[src/design/srx_pkg.sv]
`timescale 1ns / 1ps
// ----------------------------------------------------------------------------
// srx_pkg
// Types and constants shared by the serial frame receiver modules.
// ----------------------------------------------------------------------------
package srx_pkg;

  localparam int CFG_IDX_W = 2;
  localparam int CFG_DATA_W = 8;

  localparam logic [CFG_IDX_W-1:0] REG_HEAD_FIRST  = 2'd0;
  localparam logic [CFG_IDX_W-1:0] REG_HEAD_SECOND = 2'd1;
  localparam logic [CFG_IDX_W-1:0] REG_TAIL_FIRST  = 2'd2;
  localparam logic [CFG_IDX_W-1:0] REG_TAIL_SECOND = 2'd3;

  localparam logic       KIND_STATUS = 1'b0;
  localparam logic       KIND_REPLY  = 1'b1;
  localparam logic [7:0] CMD_SET_PIN = 8'd1;
  localparam logic [7:0] REPLY_ID    = 8'h00;
  localparam logic [7:0] PIN_ON_CODE = 8'd1;

  localparam int QUEUE_DEPTH = 2;

  localparam logic [2:0] SLOT_STATUS      = 3'd0;
  localparam logic [2:0] SLOT_HEAD_FIRST  = 3'd1;
  localparam logic [2:0] SLOT_HEAD_SECOND = 3'd2;
  localparam logic [2:0] SLOT_ID          = 3'd3;
  localparam logic [2:0] SLOT_DATA        = 3'd4;
  localparam logic [2:0] SLOT_SUM         = 3'd5;
  localparam logic [2:0] SLOT_TAIL_FIRST  = 3'd6;
  localparam logic [2:0] SLOT_TAIL_SECOND = 3'd7;

  typedef struct packed {
    logic [7:0] head_first;
    logic [7:0] head_second;
    logic [7:0] tail_first;
    logic [7:0] tail_second;
  } cfg_t;

  typedef struct packed {
    logic       good;
    logic [7:0] command;
    logic       reply;
    logic [7:0] data;
    logic       pin;
  } job_t;

endpackage

[src/design/srx_in_if.sv]
`timescale 1ns / 1ps
// ----------------------------------------------------------------------------
// srx_in_if
// Received byte channel.
// ----------------------------------------------------------------------------
interface srx_in_if;
  logic       valid;
  logic       ready;
  logic [7:0] rx_byte;

  modport source (output valid, output rx_byte, input ready);
  modport sink (input valid, input rx_byte, output ready);
endinterface

[src/design/srx_out_if.sv]
`timescale 1ns / 1ps
// ----------------------------------------------------------------------------
// srx_out_if
// Result channel: frame status items and reply frame bytes.
// ----------------------------------------------------------------------------
interface srx_out_if;
  logic       valid;
  logic       ready;
  logic       kind;
  logic       frame_good;
  logic [7:0] command;
  logic [7:0] reply_byte;
  logic       pin_level;
  logic       last;

  modport source (output valid, output kind, output frame_good, output command,
                  output reply_byte, output pin_level, output last, input ready);
  modport sink (input valid, input kind, input frame_good, input command,
                input reply_byte, input pin_level, input last, output ready);
endinterface

[src/design/srx_front.sv]
`timescale 1ns / 1ps
// ----------------------------------------------------------------------------
// srx_front
// Header/trailer detection, running checksum and frame close classification.
// ----------------------------------------------------------------------------
module srx_front #(
  parameter int MAX_STORED = 50
) (
  input  logic          clk,
  input  logic          rst,
  input  srx_pkg::cfg_t cfg,
  input  logic          in_valid,
  input  logic [7:0]    in_byte,
  output logic          in_ready,
  output logic          push,
  output srx_pkg::job_t push_job,
  input  logic          queue_full
);
  import srx_pkg::*;

  localparam int CNT_W = $clog2(MAX_STORED + 1);

  logic             in_frame;
  logic [15:0]      head_window;
  logic [15:0]      tail_window;
  logic [CNT_W-1:0] stored_count;
  logic [7:0]       first_stored;
  logic [7:0]       second_stored;
  logic [7:0]       lagged_sum;
  logic [15:0]      recent_pair;
  logic             pin_state;

  logic             accept;
  logic [15:0]      head_next;
  logic [15:0]      tail_next;
  logic             head_hit;
  logic             tail_hit;
  logic             good;
  logic [7:0]       cmd;
  logic             reply;
  logic             pin_next;
  logic [CNT_W-1:0] count_inc;

  assign in_ready  = !queue_full;
  assign accept    = in_valid && in_ready;
  assign head_next = {head_window[7:0], in_byte};
  assign tail_next = {tail_window[7:0], in_byte};
  assign head_hit  = head_next == {cfg.head_first, cfg.head_second};
  assign tail_hit  = tail_next == {cfg.tail_first, cfg.tail_second};
  assign good      = (stored_count >= CNT_W'(2)) && (lagged_sum == recent_pair[15:8]);
  assign cmd       = (stored_count >= CNT_W'(1)) ? first_stored : 8'd0;
  assign reply     = good && (cmd == CMD_SET_PIN);
  assign pin_next  = reply ? (second_stored == PIN_ON_CODE) : pin_state;
  assign count_inc = stored_count + CNT_W'(1);

  assign push     = accept && in_frame && tail_hit;
  assign push_job = '{good: good, command: cmd, reply: reply, data: second_stored,
                      pin: pin_next};

  always_ff @(posedge clk) begin
    if (rst) begin
      in_frame     <= 1'b0;
      head_window  <= '0;
      tail_window  <= '0;
      stored_count <= '0;
      lagged_sum   <= '0;
      recent_pair  <= '0;
      pin_state    <= 1'b0;
    end else if (accept) begin
      if (!in_frame) begin
        head_window <= head_next;
        if (head_hit) begin
          in_frame     <= 1'b1;
          stored_count <= '0;
          lagged_sum   <= '0;
          recent_pair  <= '0;
        end
      end else begin
        tail_window <= tail_next;
        if (tail_hit) begin
          pin_state    <= pin_next;
          in_frame     <= 1'b0;
          stored_count <= '0;
        end else begin
          if (stored_count >= CNT_W'(2)) begin
            lagged_sum <= lagged_sum + recent_pair[15:8];
          end
          recent_pair <= {recent_pair[7:0], in_byte};
          if (count_inc >= CNT_W'(MAX_STORED)) begin
            stored_count <= '0;
            in_frame     <= 1'b0;
          end else begin
            stored_count <= count_inc;
          end
        end
      end
    end
  end

  always_ff @(posedge clk) begin
    if (accept && in_frame && !tail_hit) begin
      if (stored_count == CNT_W'(0)) begin
        first_stored <= in_byte;
      end
      if (stored_count == CNT_W'(1)) begin
        second_stored <= in_byte;
      end
    end
  end

endmodule

[src/design/srx_queue.sv]
`timescale 1ns / 1ps
// ----------------------------------------------------------------------------
// srx_queue
// Short job queue between the frame front end and the result sequencer.
// ----------------------------------------------------------------------------
module srx_queue (
  input  logic          clk,
  input  logic          rst,
  input  logic          push,
  input  srx_pkg::job_t push_job,
  output logic          full,
  input  logic          pop,
  output logic          not_empty,
  output srx_pkg::job_t head_job
);
  import srx_pkg::*;

  localparam int PTR_W = $clog2(QUEUE_DEPTH);
  localparam int CNT_W = $clog2(QUEUE_DEPTH + 1);

  job_t             mem [QUEUE_DEPTH];
  logic [PTR_W-1:0] wr_ptr;
  logic [PTR_W-1:0] rd_ptr;
  logic [CNT_W-1:0] fill;

  assign full      = fill == CNT_W'(QUEUE_DEPTH);
  assign not_empty = fill != '0;
  assign head_job  = mem[rd_ptr];

  always_ff @(posedge clk) begin
    if (push) begin
      mem[wr_ptr] <= push_job;
    end
  end

  always_ff @(posedge clk) begin
    if (rst) begin
      wr_ptr <= '0;
      rd_ptr <= '0;
      fill   <= '0;
    end else begin
      if (push) begin
        wr_ptr <= (wr_ptr == PTR_W'(QUEUE_DEPTH - 1)) ? '0 : wr_ptr + PTR_W'(1);
      end
      if (pop) begin
        rd_ptr <= (rd_ptr == PTR_W'(QUEUE_DEPTH - 1)) ? '0 : rd_ptr + PTR_W'(1);
      end
      fill <= fill + CNT_W'(push) - CNT_W'(pop);
    end
  end

  a_fill_bound: assert property (@(posedge clk) disable iff (rst)
    fill <= CNT_W'(QUEUE_DEPTH))
    else $error("queue fill beyond depth");

  a_no_overflow: assert property (@(posedge clk) disable iff (rst)
    full && !pop |-> !push)
    else $error("push into full queue");

endmodule

[src/design/srx_back.sv]
`timescale 1ns / 1ps
// ----------------------------------------------------------------------------
// srx_back
// Result sequencer: emits the status item and, for a set-pin command, the
// seven-byte reply frame.
// ----------------------------------------------------------------------------
module srx_back (
  input  logic          clk,
  input  logic          rst,
  input  srx_pkg::cfg_t cfg,
  input  logic          job_valid,
  input  srx_pkg::job_t job_in,
  output logic          pop,
  srx_out_if.source     tx
);
  import srx_pkg::*;

  job_t       job;
  logic       busy;
  logic [2:0] slot;
  logic       done;
  logic       final_item;

  assign final_item = !job.reply || (slot == SLOT_TAIL_SECOND);
  assign done       = tx.valid && tx.ready && final_item;
  assign pop        = job_valid && (!busy || done);

  assign tx.valid      = busy;
  assign tx.kind       = (slot == SLOT_STATUS) ? KIND_STATUS : KIND_REPLY;
  assign tx.frame_good = job.good;
  assign tx.command    = job.command;
  assign tx.pin_level  = job.pin;
  assign tx.last       = final_item;

  always_comb begin
    case (slot)
      SLOT_STATUS:      tx.reply_byte = 8'd0;
      SLOT_HEAD_FIRST:  tx.reply_byte = cfg.head_first;
      SLOT_HEAD_SECOND: tx.reply_byte = cfg.head_second;
      SLOT_ID:          tx.reply_byte = REPLY_ID;
      SLOT_DATA:        tx.reply_byte = job.data;
      SLOT_SUM:         tx.reply_byte = job.data;
      SLOT_TAIL_FIRST:  tx.reply_byte = cfg.tail_first;
      SLOT_TAIL_SECOND: tx.reply_byte = cfg.tail_second;
      default:          tx.reply_byte = 8'd0;
    endcase
  end

  always_ff @(posedge clk) begin
    if (pop) begin
      job <= job_in;
    end
  end

  always_ff @(posedge clk) begin
    if (rst) begin
      busy <= 1'b0;
      slot <= SLOT_STATUS;
    end else if (pop) begin
      busy <= 1'b1;
      slot <= SLOT_STATUS;
    end else if (done) begin
      busy <= 1'b0;
      slot <= SLOT_STATUS;
    end else if (tx.valid && tx.ready) begin
      slot <= slot + 3'd1;
    end
  end

  a_status_only: assert property (@(posedge clk) disable iff (rst)
    busy && !job.reply |-> slot == SLOT_STATUS)
    else $error("reply slot advanced for status-only job");

  a_burst_continues: assert property (@(posedge clk) disable iff (rst)
    tx.valid && tx.ready && !tx.last |=> tx.valid && slot == $past(slot) + 3'd1)
    else $error("reply burst broken");

  a_bad_is_last: assert property (@(posedge clk) disable iff (rst)
    tx.valid && tx.kind == KIND_STATUS && !tx.frame_good |-> tx.last)
    else $error("bad frame status not final");

endmodule

[src/design/serial_frame_receiver_with_reply.sv]
`timescale 1ns / 1ps
// ----------------------------------------------------------------------------
// serial_frame_receiver_with_reply
// Framed byte receiver with 8-bit sum check, status report and reply frame.
// ----------------------------------------------------------------------------
// Takes one received byte per cycle unless the job queue is full; bytes that
// close no frame cause no result. A closing byte's job is queued, then loaded
// into the sequencer's job register, which presents its status item. Output
// runs one item per cycle while tx.ready is high: the status item, then seven
// reply bytes for a reply frame. A two-entry job queue absorbs close bursts.
// Synchronous reset clears frame state, pin and registers; no clearing pass.
module serial_frame_receiver_with_reply #(
  parameter int MAX_STORED = 50
) (
  input  logic                             clk,
  input  logic                             rst,
  input  logic                             cfg_we,
  input  logic [srx_pkg::CFG_IDX_W-1:0]    cfg_index,
  input  logic [srx_pkg::CFG_DATA_W-1:0]   cfg_data,
  srx_in_if.sink                           rx,
  srx_out_if.source                        tx
);
  import srx_pkg::*;

  cfg_t cfg;
  logic push;
  job_t push_job;
  logic queue_full;
  logic pop;
  logic job_valid;
  job_t head_job;

  always_ff @(posedge clk) begin
    if (rst) begin
      cfg <= '0;
    end else if (cfg_we) begin
      case (cfg_index)
        REG_HEAD_FIRST:  cfg.head_first  <= cfg_data;
        REG_HEAD_SECOND: cfg.head_second <= cfg_data;
        REG_TAIL_FIRST:  cfg.tail_first  <= cfg_data;
        REG_TAIL_SECOND: cfg.tail_second <= cfg_data;
        default:         cfg <= cfg;
      endcase
    end
  end

  srx_front #(.MAX_STORED(MAX_STORED)) u_front (
    .clk        (clk),
    .rst        (rst),
    .cfg        (cfg),
    .in_valid   (rx.valid),
    .in_byte    (rx.rx_byte),
    .in_ready   (rx.ready),
    .push       (push),
    .push_job   (push_job),
    .queue_full (queue_full)
  );

  srx_queue u_queue (
    .clk       (clk),
    .rst       (rst),
    .push      (push),
    .push_job  (push_job),
    .full      (queue_full),
    .pop       (pop),
    .not_empty (job_valid),
    .head_job  (head_job)
  );

  srx_back u_back (
    .clk       (clk),
    .rst       (rst),
    .cfg       (cfg),
    .job_valid (job_valid),
    .job_in    (head_job),
    .pop       (pop),
    .tx        (tx)
  );

endmodule

[src/flat_wrapper.sv]
// flat-port wrapper written by rule: the top's interface ports become plain ports
module serial_frame_receiver_with_reply_flat import srx_pkg::*;
#(
  parameter int MAX_STORED = 50
)
  (clk, rst, cfg_we, cfg_index, cfg_data, rx_valid, rx_rx_byte, rx_ready, tx_valid, tx_kind, tx_frame_good, tx_command, tx_reply_byte, tx_pin_level, tx_last, tx_ready);
  srx_in_if rx_i ();
  srx_out_if tx_i ();
  input  logic clk;
  input  logic rst;
  input  logic cfg_we;
  input  logic [srx_pkg::CFG_IDX_W-1:0] cfg_index;
  input  logic [srx_pkg::CFG_DATA_W-1:0] cfg_data;
  input wire logic [$bits(rx_i.valid)-1:0] rx_valid;
  input wire logic [$bits(rx_i.rx_byte)-1:0] rx_rx_byte;
  output wire logic [$bits(rx_i.ready)-1:0] rx_ready;
  output wire logic [$bits(tx_i.valid)-1:0] tx_valid;
  output wire logic [$bits(tx_i.kind)-1:0] tx_kind;
  output wire logic [$bits(tx_i.frame_good)-1:0] tx_frame_good;
  output wire logic [$bits(tx_i.command)-1:0] tx_command;
  output wire logic [$bits(tx_i.reply_byte)-1:0] tx_reply_byte;
  output wire logic [$bits(tx_i.pin_level)-1:0] tx_pin_level;
  output wire logic [$bits(tx_i.last)-1:0] tx_last;
  input wire logic [$bits(tx_i.ready)-1:0] tx_ready;
  assign rx_i.valid = rx_valid;
  assign rx_i.rx_byte = rx_rx_byte;
  assign rx_ready = rx_i.ready;
  assign tx_valid = tx_i.valid;
  assign tx_kind = tx_i.kind;
  assign tx_frame_good = tx_i.frame_good;
  assign tx_command = tx_i.command;
  assign tx_reply_byte = tx_i.reply_byte;
  assign tx_pin_level = tx_i.pin_level;
  assign tx_last = tx_i.last;
  assign tx_i.ready = tx_ready;
  serial_frame_receiver_with_reply #(.MAX_STORED(MAX_STORED)) u_core (.clk(clk), .rst(rst), .cfg_we(cfg_we), .cfg_index(cfg_index), .cfg_data(cfg_data), .rx(rx_i), .tx(tx_i));
endmodule
[config.mk]
export PLATFORM = sky130hd
export DESIGN_NAME = serial_frame_receiver_with_reply_flat
export DESIGN_NICKNAME = d
export VERILOG_FILES = /design/src/design/srx_pkg.sv /design/src/design/srx_in_if.sv /design/src/design/srx_out_if.sv /design/src/design/srx_front.sv /design/src/design/srx_queue.sv /design/src/design/srx_back.sv /design/src/design/serial_frame_receiver_with_reply.sv /design/src/flat_wrapper.sv
export SDC_FILE = /design/constraint.sdc
export NUM_CORES = 1
export LEC_CHECK = 0
export BUFFER_PORTS_ARGS = -buffer_cell sky130_fd_sc_hd__buf_2
export CORE_MARGIN = 10
export CORE_UTILIZATION = 54
export DETAILED_ROUTE_END_ITERATION = 10
export MAX_ROUTING_LAYER = met4
export PLACE_DENSITY = 0.72
export SLEW_MARGIN = 20
export SYNTH_ARGS = -nofsm -noshare
export SYNTH_HDL_FRONTEND = slang
export SYNTH_HIERARCHICAL = 1
export SYNTH_SLANG_ARGS = --single-unit
[constraint.sdc]
create_clock -name clk -period 4.7 [get_ports clk]
set_input_delay 0.705 -clock clk [delete_from_list [all_inputs] [get_ports clk]]
set_output_delay 0.705 -clock clk [all_outputs]
set_load 0.1 [all_outputs]
======== Word-level counts from Yosys, hierarchy flattened ========
Memories as Yosys holds them, arrays and structs flattened. A register that Yosys moved wholly into a read port is not among the register bits.
Index checks and enable logic that the tools add are counted.
word-level totals
  register bits ........................... 104
  RAM bits ................................ 38
  input bits .............................. 23
  logic and storage cells ................. 110
  memories kept ........................... 1
memory list
  memory              words  bits a word  read ports  clocked after Yosys merged registers in  write ports  RTL line         source
  u_core.u_queue.mem  2      19           1           1                                        1            srx_queue.sv:21  job_t mem [QUEUE_DEPTH];
operators by class
  add/subtract/negate cells ............... 7
  order comparisons ....................... 3
  equality and inequality tests ........... 19
  muxes and demuxes ....................... 25
  bitwise logic cells ..................... 1
  reductions and logical operators ........ 36
operator list
  operator             number
  $mux 16              3
  $pmux 8 s6           1
  $mux 8               5
  $eq 16x16->1         2
  $mux 6               4
  $reduce_and 2->1     9
  $eq 8x1->1 const B   2
  $eq 3x3->1 const B   4
  $mux 1               12
  $logic_and 1x1->1    9
  $add 8x8->8          1
  $eq 8x8->1           1
  $add 6x1->6 const B  1
  $eq 2x2->1 const B   3
  $eq 3x2->1 const B   2
  $eq 6x1->1 const B   1
  $ge 6x1->1 const B   1
  $ge 6x2->1 const B   1
  $ge 6x6->1 const B   1
  $logic_not 6->1      1
  $reduce_and 3->1     2
  $reduce_bool 2->1    3
  $logic_not 1->1      4
  $reduce_and 4->1     1
  other kinds (14)     17

======== Depth between registers and ports, before layout ========
Gate-level depths: netlist of run 1.
  word-level depth ........................ 7
  mapped depth ............................ 11
  depth with buffers taken out ............ 10

======== Cells and area by module ========
Netlist of run 1, hierarchy kept.
modules (own cells, without submodules)
  module                            times used  cells each  area an instance (um^2)
  srx_front                         1           341         3271.9
  srx_queue                         1           80          1642.8
  serial_frame_receiver_with_reply  1           116         1285.0
  srx_back                          1           97          1223.7

======== Least setup slack after synthesis of run 1 ========
OpenSTA, ideal clock, no wires.
  kind .................................... register to output
  start ................................... register u_core.u_back.slot[2]
  end ..................................... output tx_reply_byte[0]
  arrival time ............................ 3425 ps
  setup slack ............................. 570 ps
  stages on the path, launching flop included .. 9
  buffers on the path ..................... 3
  cells stage by stage .................... dfxtp_1 -> clkbuf_1 -> inv_1 -> ha_1 -> or4_4 -> buf_6 -> or2_1 -> buf_6 -> a21oi_1
between the ends
  longest elaborated chain between the ends .. 3
  elaborated cells on any way between the ends .. 11
ends and longest elaborated chain
  item                                      RTL line            source
  from (decl)                               srx_back.sv:20      logic [2:0] slot;
  from (signal assigned)                    srx_back.sv:66      slot <= slot + 3'd1;
  $eq 3x3->1, or another cell as far along  srx_back.sv:36      case (slot)
  $reduce_or 2->1 (no source line)          --
  $pmux 8 s6 *                              srx_back.sv:36
  to (decl)                                 flat_wrapper.sv:21  output wire logic [$bits(tx_i.reply_byte)-1:0] tx_reply_byte;
Every way passes the cells marked *; elsewhere a longest branch is shown, timed or not.

======== Final worst setup path of run 1 ========
  start ................................... register u_core.u_back.slot[2]
  end ..................................... output tx_reply_byte[1]
The elaborated chain is that of the path after synthesis.

==> results.py, run 1 <==
metrics = {
    "sta": {
        "worstMarginPinSlew_ns": 1.03,
        "setup-violations-final": 0,
        "rsz0062_at_grt": "false",
        "drv_slew": 0,
        "setup_tns_ns": 0,
        "post-route-period-util_pct": 78.5,
        "finClkSkew_ns": 0.0115,
        "period_minus_slack_ns": 3.69,
        "hold_violations": 0,
        "slew_headroom_pct": 31.0,
        "fmax_ghz": 0.271,
    },
    "synthesis": {
        "synth.area.top_cells": "edfxtp_1 (30%), dfxtp_1 (24%), mux2i_1 (5.7%)",
        "synth-compound-area-share_pct": 7.45,
        "synth_top_family_by_area": "simple AND/OR/NAND/NOR gates",
        "ys_seq_area_share_pct": 53.5,
        "async_reset_ff_share_pct": 0,
        "synth_cell_types": 63,
        "synth-seq-cells": 162,
        "synth_top_area_cell": "edfxtp_1",
        "avgSynthCellArea_sq_um": 11.7,
        "synth_flop_cell": "dfxtp_1",
        "synth-xor-area-share_pct": 5.49,
        "synth_top_area_share_pct": 29.5,
        "postSynthCellCount": 634,
        "synth_area_sq_um": 7420,
        "synth_nets": 677,
        "ys.warnings.count": 6,
        "synthAdderAreaFrac_pct": 3.47,
        "muxShareOfSynthArea_pct": 10.5,
        "synth_edf_count": 73,
        "synth-simple-area-share_pct": 15.4,
    },
    "power_and_ir_drop": {
        "irDropWorstVdd_mv": 0.271,
        "total_power_w": 0.00392,
        "p_per_area_nw_per_um2": 475,
        "p_leak_nw": 3.17,
    },
    "cells_and_area": {
        "final_common_cell": "dfxtp_1",
        "fin_nets": 706,
        "layout-drive-gt1-share_pct": 18.2,
        "synthToLayoutAreaGrowth_pct": 11.1,
        "n_antenna_cell": 0,
        "stdcell_count": 852,
        "mostFrequentLayoutCells": "dfxtp_1 (89), edfxtp_1 (73), buf_2 (44)",
    },
    "clock_network": {
        "cts.path.max_buffers": 2,
        "ctsHtreeMaxLevel": 4,
        "postCtsResizedCells": 0,
        "clk-insertion-delay-late_ns": 0.43,
        "clock_sinks": 162,
        "cts_tree": "built",
        "postCtsSetupBuffers": 0,
        "cts_buffers": 17,
        "cts-root-buf": "clkbuf_16",
        "ctsHoldBuffers": 0,
        "clkSlewWorstSetupHoldPaths_ns": 0.06,
    },
    "placement": {
        "gp_congestion": 0.908,
        "io_buffer_count": 44,
        "hpwl_microns": 11700,
        "place_inst": 820,
    },
    "worst_setup_path": {
        "end_kind": "primary output",
        "cp.arrival_ns": 2.98,
        "cp_top_family": "simple AND/OR/NAND/NOR gates",
        "path_buf_inv": 2,
        "cp_cell_sequence": "inv_1, ha_1, or4_4, or2_1, a21oi_1, buf_2",
        "crit_required_ns": 3.99,
        "slowest_delay_ns": 0.63,
        "cpMaxStageDelayCell": "dfxtp_1",
        "critical_path_class": "reg -> out",
        "start_kind": "register",
        "cp_max_fo": 12,
    },
    "detailed_routing": {
        "dr.pass1.iters": 7,
        "route.vias.total": 4863,
        "drt-total-wl_microns": 16400,
        "wl_per_cell_microns": 19.2,
        "remaining_drc_errors": 0,
        "vias_per_cell": 5.71,
        "first_iter_violations": 418,
        "ant_nets": 0,
    },
    "min_path": {
        "min_path_type": "reg -> reg",
    },
    "global_routing": {
        "antenna_found_initial": 0,
        "grt_pass1_vias": 4837,
        "overflow": 0,
        "grt_max_degree": 83,
        "grt_pass1_wl_microns": 25900,
        "track_usage_pct": 18.5,
    },
    "floorplanning": {
        "fp.dieH_microns": 137,
        "io_pins": 45,
        "initial_utilization_pct": 55.6,
        "die_area_sq_um": 18800,
        "std_cell_rows": 42,
        "dieWidth_microns": 137,
        "core_area_sq_um": 13300,
    },
    "flow_run": {
        "cap_violations": 0,
    },
    "outcome": {
        "status": "finished, final reports clean",
    },
}
==> power by group <==
group,switching (W),total (W),internal [W]
registers,0.0000892,0.00168,0.00159
clock network,0.000552,0.00140,0.000845
logic,0.000619,0.000847,0.000227
total,0.00126,0.00392,0.00266
==> area by class of cell <==
type / instances / area, sq um
fillers: 1047 / 5100
flip-flops and latches: 162 / 3970
clock buffers: 18 / 439
multi-input cells: 420 / 3140
repair buffers: 50 / 265
inverters: 12 / 45.0
clock inverters: 14 / 163
well taps: 176 / 220
==> synth_stat cells, types with 8 or more instances <==
library cell	instances
buf_4	13
inv_1	12
clkbuf_1	14
xnor2_1	38
and2_1	14
mux2i_1	42
mux2_4	11
nand2b_1	43
ha_1	19
nand3_1	24
nand4_1	8
nand2_1	42
nor3_1	13
nor2_1	27
mux2_2	17
edfxtp_1	73
a222oi_1	8
dfxtp_1	89
a21oi_1	41
==> per-layer routing <==
layer / share of wire (%) / global-route usage, % / vias to the layer above
li1: - / - / 2319
met1: 45 / 24.0 / 2375
met2: 48 / 28.0 / 156
met3: 6.4 / 4.92 / 13
met4: 1.2 / 5.33 / 0
met5: 0 / - / -
==> metrics by stage <==
| stage | utilization [%] | setup slack, ns | hold WS (ns) | instance area (sq um) |
|---|---|---|---|---|
| CTS | 61.8 | 1.00 | 0.456 | 8250 |
| finish | 61.8 | 1.01 | 0.453 | 8250 |
| global route | 61.8 | 0.843 | 0.474 | 8250 |
| detailed placement | 57.3 | 1.41 | 0.451 | 7650 |
| global placement | 57.3 | 1.52 | 0.443 | 7650 |
| floorplan | - | 0.570 | 0.432 | 7420 |
==> registers in the layout (all words and copies together) (netlist names), 9 cells and up, named ones only <==
register	flops
u_core/cfg	32
u_core/u_queue/mem	38
u_core/u_back/job	9
u_core/u_front/recent_pair	16
==> worst paths after layout <==
kind                                                                  from                                          to  slack [ns]  depth (start not counted)
worst max-delay path                    u_core/u_back/slot[2]$_SDFFE_PP0P_                            tx_reply_byte[1]        1.01                          6
worst min-delay path            u_core/u_front/recent_pair[7]$_SDFFE_PP0P_  u_core/u_front/recent_pair[7]$_SDFFE_PP0P_        0.45                          2
worst max register to register                  u_core/cfg[6]$_SDFFE_PP0P_         u_core/u_queue/mem[1][15]$_DFFE_PP_        1.90                          5
worst min register to register  u_core/u_front/recent_pair[7]$_SDFFE_PP0P_  u_core/u_front/recent_pair[7]$_SDFFE_PP0P_        0.45                          2
==> logic make-up (layout without fill, tap and decap cells) <==
kind of cell             count (synthesis)  in the layout
AO/OA/AOI/OAI                           79             79
flip-flops                             162            162
XOR/XNOR                                45             45
adder cells (fa/ha/maj)                 20             20
buffers and inverters                   52             94
AND/OR/NAND/NOR                        206            206
multiplexers                            70             70
==> worst register-to-register path, cell delays in order, from the launching register on <==
cell,delay [ns]
dfxtp_1,0.42
xnor2_1,0.17
nand4_1,0.17
nor4_4,0.59
and2_1,0.33
and2_1,0.75
Power figures use the tool's default switching activity.
==> run 2: changes to the inputs <==
Clock period 4.7 ns to 3.4 ns, I/O delays scaled along.
==> run 2 against run 1 <==
  * Clock skew fell by 0.0023 ns
  * Sequential cell count unchanged
  * Die area is the same
  * Design area up 0.21%
  * Wire length decreased by 3.1%
  * Clock power rose by 29%
  * Total power increased by 34%
  * Critical path depth is the same
  * Worst hold slack got worse by 0.024 ns
  * Via count about the same
  * Non-clock buffer count increased by 4
  * Critical path type unchanged
  * Critical endpoint is now tx_reply_byte[7]
  * Largest cell class unchanged
  * Highest routed layer unchanged
==> results.py, run 2 (same netlist as run 1, synthesis figures left out) <==
metrics = {
    "placement": {
        "io_buffer_count": 44,
        "place_inst": 824,
        "gp_congestion": 0.871,
        "hpwl_microns": 11500,
        "dpl_cell_area_sq_um": 7680,
    },
    "detailed_routing": {
        "first_iter_violations": 388,
        "drt-total-wl_microns": 15900,
        "dr.pass1.iters": 8,
        "route.vias.total": 4862,
        "vias_per_cell": 5.68,
        "ant_nets": 0,
        "wl_per_cell_microns": 18.6,
        "remaining_drc_errors": 0,
    },
    "floorplanning": {
        "die_area_sq_um": 18800,
        "fp.dieH_microns": 137,
        "initial_utilization_pct": 55.6,
        "dieWidth_microns": 137,
        "io_pins": 45,
        "core_area_sq_um": 13300,
        "std_cell_rows": 42,
    },
    "sta": {
        "setup-violations-final": 0,
        "hold_violations": 0,
        "drv_slew": 0,
        "worstMarginPinSlew_ns": 1.05,
        "finClkSkew_ns": 0.00916,
        "rsz0062_at_grt": "false",
        "fmax_ghz": 0.311,
        "post-route-period-util_pct": 94.7,
        "period_minus_slack_ns": 3.22,
        "slew_headroom_pct": 30.2,
    },
    "cells_and_area": {
        "n_antenna_cell": 0,
        "fin_nets": 710,
        "regMostFlops": "u_core/u_queue/mem",
        "final_area_sq_um": 8270,
        "final_common_cell": "dfxtp_1",
        "mostFrequentLayoutCells": "dfxtp_1 (88), edfxtp_1 (73), nand2b_1 (42), mux2i_1 (42), nand2_1 (42)",
        "top_regs": "u_core/u_queue/mem: 38 flops, u_core/cfg: 32 flops, u_core/u_front/recent_pair: 16 flops",
        "utilization_pct": 61.9,
        "synthToLayoutAreaGrowth_pct": 11.4,
        "largest_reg_flops": 38,
        "stdcell_count": 856,
        "layout-drive-gt1-share_pct": 18.8,
    },
    "global_routing": {
        "met3_usage_pct": 4.37,
        "antenna_found_initial": 0,
        "grt-busiest-layer": "met2",
        "overflow": 0,
        "use_met1_pct": 22.6,
        "globalRouteMet2Util_pct": 28.3,
        "grt_max_degree": 42,
        "track_usage_pct": 18.0,
        "grt_pass1_vias": 4839,
        "grt_pass1_wl_microns": 25300,
    },
    "min_path": {
        "hold_start": "rx_rx_byte[7]",
        "min_to": "u_core/u_front/tail_window[7]$_SDFFE_PP0P_",
        "min_path_type": "in -> reg",
        "min_path_cells": 3,
    },
    "clock_network": {
        "cts-root-buf": "clkbuf_16",
        "ctsHtreeMaxLevel": 4,
        "clkSlewWorstSetupHoldPaths_ns": 0.06,
        "cts.path.max_buffers": 2,
        "cts_tree": "built",
        "clk-insertion-delay-late_ns": 0.42,
        "cts_buffers": 17,
        "clock_sinks": 162,
    },
    "worst_setup_path": {
        "cp.arrival_ns": 2.71,
        "timing.rr.start": "u_core/cfg[6]$_SDFFE_PP0P_",
        "cp_max_fo": 9,
        "critical_path_class": "reg -> out",
        "rr_worst_depth": 6,
        "cp-startpoint": "u_core/u_back/slot[0]$_SDFFE_PP0P_",
        "r2r-end": "u_core/u_queue/mem[0][6]$_DFFE_PP_",
        "ff2ff_setup_slack_ns": 0.83,
        "end_kind": "primary output",
        "crit_required_ns": 2.89,
        "start_kind": "register",
    },
    "flow_run": {
        "cap_violations": 0,
    },
    "power_and_ir_drop": {
        "p_per_area_nw_per_um2": 635,
        "p_leak_nw": 3.18,
        "irDropWorstVdd_mv": 0.333,
    },
    "outcome": {
        "status": "finished, final reports clean",
    },
}
run 2: cell types whose count changed in the layout (fill, tap and decap cells not counted), sizes merged:
cell	delta
buf	+4
bufinv	-2
clkinvlp	+1
clkbuf	+3
clkinv	-2
run 2: through the flow:
stage	hold slack, ns	setup TNS [ns]	worst slack, ns	total power, W
after global placement	0.442	0	0.510	0.00346
after global routing	0.423	0	0.0973	0.00543
final	0.430	0	0.180	0.00525
after floorplan	0.432	-4.28	-0.535	0.00336
after detailed placement	0.444	0	0.408	0.00348
after CTS	0.413	0	0.0814	0.00529
run 2: power by group:
group	switching, W	leakage, nW	internal (W)	total [W]
Clock	0.000749	0.266	0.00105	0.00180
Combinational	0.000836	1.47	0.000308	0.00114
Sequential	0.000124	1.44	0.00219	0.00231
run 2: how the worst max path moves through the flow:
stage / end / slack [ns] / cells past startpoint
final: tx_reply_byte[7] / 0.18 / 6
after global placement: tx_reply_byte[1] / 0.51 / 6
after CTS: tx_reply_byte[7] / 0.08 / 6
after detailed placement: tx_reply_byte[7] / 0.41 / 6
after floorplan: tx_reply_byte[0] / -0.54 / 8
after global routing: tx_reply_byte[7] / 0.1 / 6
run 2: routing by layer:
metal	wire length, microns	vias to the layer above
met4	126	0
met2	7810	145
met5	0	-
li1	-	2338
met3	899	13
met1	7050	2366
run 2: worst max-delay path: stages (launching register included):
cell,delay (ns)
dfxtp_1,0.40
inv_1,0.09
ha_1,0.31
or4_4,0.63
or2_1,0.35
a21oi_1,0.19
buf_4,0.32
run 2: what timing repair did:
| action | CTS | global route |
|---|---|---|
| setup endpoints to repair | 8 | 8 |
| setup buffers | 0 | 0 |
| pin swaps | 0 | 0 |
| hold buffers | 0 | 0 |
| hold endpoints to repair | 0 | 0 |
| gates cloned | 0 | 0 |
| gates resized for setup | 8 | 1 |
run 2: layout make-up:
type                       instances  area (sq um)
multi-input combinational        420          3150
clock buffer                      21           460
fill                            1074          5080
sequential                       162          3980
tap                              176           220
clock inverter                    11           105
inverter                          12          45.0
timing repair buffer              54           315
